===== config.mk =====
export PLATFORM = sky130hd
export DESIGN_NAME = mct_sat_add
export DESIGN_NICKNAME = d
export VERILOG_FILES = /design/src/hw/rtl/mct_pkg.sv /design/src/hw/rtl/mct_sat_add.sv
export SDC_FILE = /design/constraint.sdc
export NUM_CORES = 1
export LEC_CHECK = 0
export ABC_AREA = 1
export ABC_CLOCK_PERIOD_IN_PS = 3000
export BUFFER_PORTS_ARGS = -buffer_cell sky130_fd_sc_hd__buf_4
export CORE_ASPECT_RATIO = 0.6
export CORE_MARGIN = 2
export CORE_UTILIZATION = 50
export DETAILED_ROUTE_END_ITERATION = 12
export PLACE_DENSITY = 0.81
export SYNTH_ARGS = -nofsm -noshare
export SYNTH_HDL_FRONTEND = slang
export SYNTH_SLANG_ARGS = --single-unit

===== constraint.sdc =====
create_clock -name vclk -period 3
set_clock_uncertainty 0.2 [all_clocks]
set_input_delay 0.6 -clock vclk [all_inputs]
set_output_delay 0.6 -clock vclk [all_outputs]
set_load 0.05 [all_outputs]

===== src/hw/rtl/mct_pkg.sv =====
// ----------------------------------------------------------------------------
// Multinomial coefficient table package
// Shared constants, codes and types for the coefficient table block.
// ----------------------------------------------------------------------------
package mct_pkg;

  // Grid geometry: four dimensions of four exponent bits each.
  localparam int GridBits = 4;
  localparam int GridDims = 4;
  localparam int AddrW    = GridBits * GridDims;
  localparam int DimW     = $clog2(GridDims);

  // Limits of the simplex.
  localparam int MaxVariables = 4;
  localparam int MaxOrder     = 14;

  // Coefficient widths: stored width default and the fixed output field.
  localparam int CoefWidth = 23;
  localparam int OutCoefW  = 23;

  // Register and sum widths.
  localparam int VarW     = 3;
  localparam int OrderW   = 4;
  localparam int SumW     = 6;
  localparam int CfgIdxW  = 2;
  localparam int CfgDataW = 4;

  // Register reset values.
  localparam logic [VarW-1:0]   VarReset   = 3'd3;
  localparam logic [OrderW-1:0] OrderReset = 4'd4;

  // Item modes.
  localparam logic ModeBuild = 1'b0;
  localparam logic ModeQuery = 1'b1;

  // Configuration register indexes.
  localparam logic [CfgIdxW-1:0] RegVarCount = 2'd0;
  localparam logic [CfgIdxW-1:0] RegExpOrder = 2'd1;

  // Result of a tuple check.
  typedef struct packed {
    logic ok;       // unused exponents are zero and the sum fits the order
    logic nonzero;  // the sum of the used exponents is not zero
  } chk_res_t;

endpackage


===== src/hw/rtl/mct_sat_add.sv =====
// ----------------------------------------------------------------------------
// Saturating adder
// The shared arithmetic unit: adds one neighbor value into the running sum,
// clamping at the largest value of the coefficient width.
// ----------------------------------------------------------------------------
module mct_sat_add #(
  parameter int Width = mct_pkg::CoefWidth
) (
  input  logic [Width-1:0] a_i,
  input  logic [Width-1:0] b_i,
  output logic [Width-1:0] sum_o
);

  logic [Width:0] full;

  // Carry out of the top bit means the true sum does not fit.
  assign full  = {1'b0, a_i} + {1'b0, b_i};
  assign sum_o = full[Width] ? '1 : full[Width-1:0];

endmodule


==> reports/metrics.yaml, run 1 <==
status: "complete, but fails checks"
violations: "negative setup slack"
place_ws_ns: -0.127
ys_seq_area_frac: 0
finalNetCount: 555
drt-total-wl_mm: 9.28
gp_congestion: 0.973
seq_power_share: 0
holdCritStartpoint: "b_i[0]"
dpl_cell_area_um2: 2670
p_per_area_nw_per_um2: 309
critical_path.top_delay_family: "buffers and inverters"
yosysTopAreaCell: "nand2_1"
synthesis.area_um2: 1880
syn_nets: 445
startpoint_type: "input port"
design_area_um2: 3360
synth_common_cells: "156 x nand2_1, 88 x inv_1, 27 x nand3_1"
drt_pass1_iterations: 5
fin_ws_ns: -0.0571
rsz0062_at_grt: "yes"
drv_cap: 0
die_y_um: 51.5
worstSetupPathType: "input port to output port"
routed.top_layer: "met4"
io_buffer_count: 69
die_x_um: 83.2
dr.first_iter.drc_count: 276
synth-simple-area-share: 0.566
drcViolationCount: 0
synth_top_family_by_area: "simple AND/OR/NAND/NOR gates"
slew_viol_final: 0
leakagePower_nw: 1.89
cpMostUsedCell: "nand2_2"
num_vias: 3008
clock_buffers: 0
avgViaCountPerCell: 5.68
fill_cells: 148
ir_drop_uv: 238
required_ns: 2.20
crit_start: "b_i[18]"
fin_crit_ns: 3.06
synth_mux_area_frac: 0
initial_core_util: 0.517
comb_power_share: 1.000
layout-drive-gt1-share: 0.441
area_delta_synth_final_pct: 78.8
min_path_type: "input port to output port"
rows: 17
post-synth-top-count-cell: "nand2_1"
grt_remaining_overflow: 0
yosys-top-cells-area: "nand2_1 31%, inv_1 18%, ha_1 15%, nand3_1 7.2%, nand3_2 5.9%"
yosysUniqueCellTypes: 22
yosysWarningCount: 0
wl_met1_mm: 3.57
end_kind: "output port"
place_hpwl_mm: 5.22
switchingPower_mw: 0.617
cp.arrival_ns: 2.26
hold_violations: 0
max_freq_mhz: 327
pwr-share-clk: 0
synth-xor-area-share: 0.0373
power.total_mw: 1.04
p_int_mw: 0.423
switching_share: 0.593
met2WireLength_mm: 4.30
avgRoutedWirePerCell_um: 17.5
seq_area_um2: 0
synth_compound_area_frac: 0.0346
n_antenna_cell: 0
grt_max_degree: 7
tightest_slew_ns: 0.291
fin_util: 0.924
core-area_um2: 3640
design.seq.count: 0
grtUsageTotal: 0.319
grt_first_pass_wirelength_mm: 11.0
antenna_found_initial: 0
max_stage_delay_ns: 0.27
fin_crit_sh: 1.02
syn_avg_cell_area_um2: 5.01
die-area_um2: 4280
cp_cell_sequence: "buf_4, ha_4, nand2_1, inv_1, nand2_2, inv_1, nand2_2, nor2_2, nand2_2, inv_2, nor2_4, buf_4, buf_6, nand3_2, buf_6"
yosys.area.top_type_share: 0.311
hold_end: "sum_o[0]"
synthAdderAreaFrac: 0.164
grt_pass1_vias: 2441
wl_met3_um: 967
critPathMaxFanout: 4
hold_depth: 5
path_buf_inv: 7
ant_nets: 0
syn_inst: 375
setup_viol: 19
critPathSlowestCell: "ha_4"
relSlewSlack: 0.805
io_pins: 69
layout by cell type, fill, tap and decap left out:
| cell type | n |
|---|---|
| ha_4 | 22 |
| fa_2 | 1 |
| nor2_1 | 19 |
| o21ai_1 | 1 |
| inv_1 | 85 |
| nand3_2 | 16 |
| xor2_1 | 1 |
| nor3_4 | 1 |
| nand2_2 | 36 |
| nand3_1 | 20 |
| nand3_4 | 3 |
| o21ai_4 | 1 |
| a21oi_2 | 2 |
| ha_1 | 1 |
| and2_1 | 1 |
| nand2_4 | 6 |
| buf_12 | 1 |
| buf_6 | 26 |
| nand2_1 | 120 |
| nor2_4 | 3 |
| inv_2 | 6 |
| nand4_1 | 4 |
| nor2_2 | 6 |
| nor3_1 | 2 |
| xnor2_1 | 7 |
| buf_8 | 4 |
| a21oi_1 | 9 |
| buf_4 | 79 |
worst min-delay path: stages:
cell and delay [ns]:
buf_4 0.09, ha_4 0.11, inv_1 0.04, nand2_2 0.06
buf_6 0.15
power groups by stage:
stage,clock [mW],sequential (mW),combinational [mW]
2_1_floorplan,0,0,0.517
3_3_place_gp,0,0,0.768
3_5_place_dp,0,0,0.779
4_1_cts,0,0,0.882
5_1_grt,0,0,1.08
6_report,0,0,1.04
cells by family after synthesis:
family / count (synthesis)
AOI/OAI and AO/OA: 13
xor gates and xnor gates: 8
adders and majority gates: 24
buffers and inverters: 93
and+or+nand+nor: 237
layout make-up:
cell class,instances,area [um^2],area share
inverters,91,342,0.102
repair buffers,110,966,0.287
multi-input cells,282,2000,0.594
well taps,47,58.8,0.0175
metrics by stage:
step           hold slack, ns  instances  TNS, ns
2_1_floorplan            1.46        375        0
6_report                 1.45        530   -0.631
3_3_place_gp             1.44        520   -0.267
5_1_grt                  1.48        530    -1.55
4_1_cts                  1.47        527        0
3_5_place_dp             1.46        520   -0.657
routing by layer:
layer,GRT usage,up-vias
met3,0.0317,59
met1,0.437,1354
met2,0.551,251
met4,0.0710,0
li1,-,1344
met5,0,-
worst max path at each step:
stage,to,cells past startpoint
finish,sum_o[21],15
global route,sum_o[10],15
CTS,sum_o[19],13
detailed placement,sum_o[16],14
global placement,sum_o[20],13
floorplan,sum_o[8],10
what timing repair did:
item | in CTS | in global routing
setup buffers | 6 | 4
gates resized for setup | 45 | 83
hold buffers | 0 | 0
setup endpoints to repair | 22 | 23
cloned | 1 | 0
pin swaps | 6 | 25
Power figures use the tool's default switching activity.
==> run 2, diff against run 1 <==
ABC_CLOCK_PERIOD_IN_PS = 3100   (was 3000)
PLACE_DENSITY = unset   (was 0.81)
PLACE_DENSITY_LB_ADDON = 0.12   (was unset)
clock period = 3.1 ns   (was 3 ns; I/O delays follow)
==> reports/metrics.yaml, run 2 (synthesis results as in run 1) <==
status: "complete, no violations"  # was complete, but fails checks
fin_tns_setup_ns: 0  # was -0.631 ns
holdCritStartpoint: "b_i[0]"  # unchanged
p_per_area_nw_per_um2: 285  # was 309 nW/um^2
final_common_cell: "nand2_1"  # unchanged
die-area_um2: 4280  # unchanged
seq_area_um2: 0  # unchanged
antenna_found_initial: 0  # unchanged
place_ws_ns: -0.0636  # was -0.127 ns
clock_buffers: 0  # unchanged
leakagePower_nw: 1.71  # was 1.89 nW
met2WireLength_mm: 2.72  # was 4.30 mm
rsz0062_at_grt: "yes"  # unchanged
hold_slack_ns: 1.50  # was 1.45 ns
core-area_um2: 3640  # unchanged
slew_viol_final: 0  # unchanged
rows: 17  # unchanged
wl_met3_um: 602  # was 967 um
place_inst: 505  # was 520
dr.first_iter.drc_count: 150  # was 276
grt_remaining_overflow: 0  # unchanged
fill_cells: 280  # was 148
drv_cap: 0  # unchanged
required_ns: 2.28  # was 2.20 ns
grtUsageTotal: 0.253  # was 0.319
startpoint_type: "input port"  # unchanged
finalNetCount: 535  # was 555
io_buffer_count: 69  # unchanged
gp_congestion: 0.901  # was 0.973
avgRoutedWirePerCell_um: 12.6  # was 17.5 um
end_kind: "output port"  # unchanged
drt_pass1_iterations: 5  # unchanged
critPathMaxFanout: 5  # was 4
ant_nets: 0  # unchanged
drcViolationCount: 0  # unchanged
fin_ws_ns: 0.0899  # was -0.0571 ns
num_vias: 2535  # was 3008
fin_crit_ns: 3.01
setup_viol: 0  # was 19
wl_met1_mm: 3.07  # was 3.57 mm
dpl_cell_area_um2: 2550  # was 2670 um^2
io_pins: 69  # unchanged
grt_pass1_vias: 1961  # was 2441
hold_violations: 0  # unchanged
final_cells: 510  # was 530
grt_first_pass_wirelength_mm: 8.89  # was 11.0 mm
max_freq_mhz: 332
drt-total-wl_mm: 6.40  # was 9.28 mm
place_hpwl_mm: 4.90  # was 5.22 mm
cp.arrival_ns: 2.19  # was 2.26 ns
design_area_um2: 2940  # was 3360 um^2
n_antenna_cell: 0  # unchanged
initial_core_util: 0.517  # unchanged
die_x_um: 83.2  # unchanged
routed.top_layer: "met4"  # unchanged
grt_max_degree: 13  # was 7
layout_common_cells: "146 x nand2_1, 87 x inv_1, 77 x buf_4"  # was 120 x nand2_1, 85 x inv_1, 79 x buf_4
area_delta_synth_final_pct: 56.1  # was 78.8%
ir_drop_uv: 218  # was 238 uV
avgViaCountPerCell: 4.97  # was 5.68
layout-drive-gt1-share: 0.335  # was 0.441
tightest_slew_ns: 0.228  # was 0.291 ns
relSlewSlack: 0.847  # was 0.805
crit_start: "a_i[12]"  # was b_i[18]
fin_crit_sh: 0.971
design.seq.count: 0  # unchanged
worstSetupPathType: "input port to output port"  # unchanged
die_y_um: 51.5  # unchanged
min_path_type: "input port to output port"  # unchanged
run 2: final timing paths:
kind               endpoint  slack [ns]  depth (start not counted)
hold / removal     sum_o[0]        1.50                          5
setup / recovery  sum_o[17]        0.09                         14
run 2: report_power, final:
part           switching, mW  internal [mW]
Clock                      0              0
Sequential                 0              0
Combinational          0.511          0.326
Total                  0.511          0.326
run 2: what timing repair did:
action | 4_1_cts | 5_1_grt
endpoints found under the setup margin | 3 | 23
buffers inserted | 0 | 4
resized for setup | 1 | 61
gates cloned | 0 | 1
hold buffers | 0 | 0
pin swaps | 0 | 10
run 2: layout make-up:
class              count  area, um^2  area share
multi-input cells    282        1780       0.605
repair buffers        90         758       0.258
inverters             91         342       0.116
well taps             47        58.8      0.0200
run 2: metal layers:
metal	up-vias	GRT usage
li1	1307	-
met1	1117	0.427
met2	107	0.371
met3	4	0.00476
met4	0	0
met5	-	0
run 2: per-stage QoR:
stage,util,total power [mW]
after floorplan,-,0.500
after global placement,0.700,0.712
after detailed placement,0.700,0.717
after CTS,0.701,0.720
after global routing,0.807,0.895
final,0.807,0.837
run 2: critical path, cell delays in order:
cell and delay, ns:
buf_4 0.12, ha_4 0.26, nand2_1 0.06, nand2_1 0.06, nand2_1 0.06, nand2_1 0.09
inv_1 0.07, nand2_1 0.07, nand2_2 0.06, nand2_2 0.05, nor2_4 0.21, buf_6 0.18
nand3_2 0.07, buf_4 0.19
==> run 3, diff against run 2 <==
ABC_CLOCK_PERIOD_IN_PS = 3200   (was 3100)
RECOVER_POWER = 25   (was unset)
clock period = 3.2 ns   (was 3.1 ns; I/O delays follow)
==> reports/metrics.yaml, run 3 (synthesis results as in run 1) <==
p_per_area_nw_per_um2: 276  # was 285 nW/um^2
seq_area_um2: 0  # unchanged
min_path_type: "input port to output port"  # unchanged
io_pins: 69  # unchanged
grt_first_pass_wirelength_mm: 9.15  # was 8.89 mm
worstSetupPathType: "input port to output port"  # unchanged
dr.first_iter.drc_count: 134  # was 150
relSlewSlack: 0.790  # was 0.847
antenna_found_initial: 0  # unchanged
avgRoutedWirePerCell_um: 11.4  # was 12.6 um
die_x_um: 83.2  # unchanged
clock_buffers: 0  # unchanged
fin_util: 0.722  # was 0.807
ant_nets: 0  # unchanged
switching_share: 0.637  # was 0.611
switchingPower_mw: 0.462  # was 0.511 mW
place_hpwl_mm: 4.92  # was 4.90 mm
core-area_um2: 3640  # unchanged
rows: 17  # unchanged
fin_crit_sh: 0.975
max_stage_delay_ns: 0.37  # was 0.26 ns
ctsHoldBuffers: 0  # unchanged
tightest_slew_ns: 0.313  # was 0.228 ns
drcViolationCount: 0  # unchanged
end_kind: "output port"  # unchanged
drt-total-wl_mm: 5.69  # was 6.40 mm
fin_ws_ns: 0.0798  # was 0.0899 ns
design.seq.count: 0  # unchanged
avgViaCountPerCell: 4.82  # was 4.97
final_common_cell: "nand2_1"  # unchanged
cp_cell_sequence: "buf_4, ha_1, nand2_1, nand2_1, inv_1, nand3_4, nand2_1, inv_2, nor2_4, buf_4, nand3_1, buf_4"  # was buf_4, ha_4, nand2_1, nand2_1, nand2_1, nand2_1, inv_1, nand2_1, nand2_2, nand2_2, nor2_4, buf_6, nand3_2, buf_4
grt_remaining_overflow: 0  # unchanged
layout-drive-gt1-share: 0.277  # was 0.335
comb_power_share: 1.000  # about the same
grtUsageTotal: 0.258  # was 0.253
seq_power_share: 0  # about the same
grt_pass1_vias: 2050  # was 1961
ir_drop_uv: 211  # was 218 uV
finalNetCount: 524  # was 535
p_int_mw: 0.263  # was 0.326 mW
critPathMaxFanout: 5  # unchanged
gp_congestion: 0.953  # was 0.901
initial_core_util: 0.517  # unchanged
status: "complete, no violations"  # unchanged
die_y_um: 51.5  # unchanged
pwr-share-clk: 0  # about the same
drt_pass1_iterations: 4  # was 5
layout_common_cells: "152 x nand2_1, 87 x inv_1, 70 x buf_4"  # was 146 x nand2_1, 87 x inv_1, 77 x buf_4
io_buffer_count: 69  # unchanged
cp.arrival_ns: 2.28  # was 2.19 ns
max_freq_mhz: 320
fin_crit_ns: 3.12
drv_cap: 0  # unchanged
hold_violations: 0  # unchanged
startpoint_type: "input port"  # unchanged
area_delta_synth_final_pct: 39.7  # was 56.1%
slew_viol_final: 0  # unchanged
grt_max_degree: 19  # was 13
leakagePower_nw: 1.63  # was 1.71 nW
fin_tns_setup_ns: 0  # unchanged
place_ws_ns: 0.00611  # was -0.0636 ns
required_ns: 2.36  # was 2.28 ns
critPathSlowestCell: "ha_1"  # was ha_4
num_vias: 2407  # was 2535
setup_viol: 0  # unchanged
n_antenna_cell: 0  # unchanged
die-area_um2: 4280  # unchanged
-- run 3: final cells by class --
class              count  area [um^2]
fillers              353         1010
inverters             91          342
multi-input cells    282         1600
repair buffers        79          624
well taps             47         58.8
-- run 3: metal layers --
metal / track usage / routed length, um / vias to the layer above
li1: - / - / 1278
met1: 0.406 / 2710 / 1037
met2: 0.402 / 2370 / 92
met3: 0.0206 / 617 / 0
met4: 0.00546 / 0 / 0
met5: 0 / 0 / -
-- run 3: worst paths after layout --
path                  slack (ns)    from        end  cells past startpoint
worst max-delay path        0.08  a_i[6]  sum_o[22]                     12
worst min-delay path        1.53  b_i[0]   sum_o[0]                      5
-- run 3: worst max-delay path: cells and delay by family --
family,cells,cell delay [ns]
adder cells (fa/ha/maj),1,0.37
AND/OR/NAND/NOR,6,0.59
buffers and inverters,5,0.67
-- run 3: power groups by stage --
stage          Sequential (mW)  Combinational (mW)  Clock (mW)
6_report                     0               0.725           0
5_1_grt                      0               0.786           0
4_1_cts                      0               0.690           0
3_5_place_dp                 0               0.687           0
3_3_place_gp                 0               0.680           0
2_1_floorplan                0               0.484           0
-- run 3: timing repair --
item,in CTS,in global routing
endpoints found under the hold margin,0,0
buffers inserted,0,2
resized for setup,0,29
endpoints found under the setup margin,0,23
-- run 3: through the flow --
step / hold slack (ns) / total power, mW / cells / cell area, um^2
2_1_floorplan: 1.54 / 0.484 / 375 / 1880
3_3_place_gp: 1.53 / 0.680 / 497 / 2500
3_5_place_dp: 1.53 / 0.687 / 497 / 2500
4_1_cts: 1.53 / 0.690 / 497 / 2500
5_1_grt: 1.57 / 0.786 / 499 / 2630
6_report: 1.53 / 0.725 / 499 / 2630
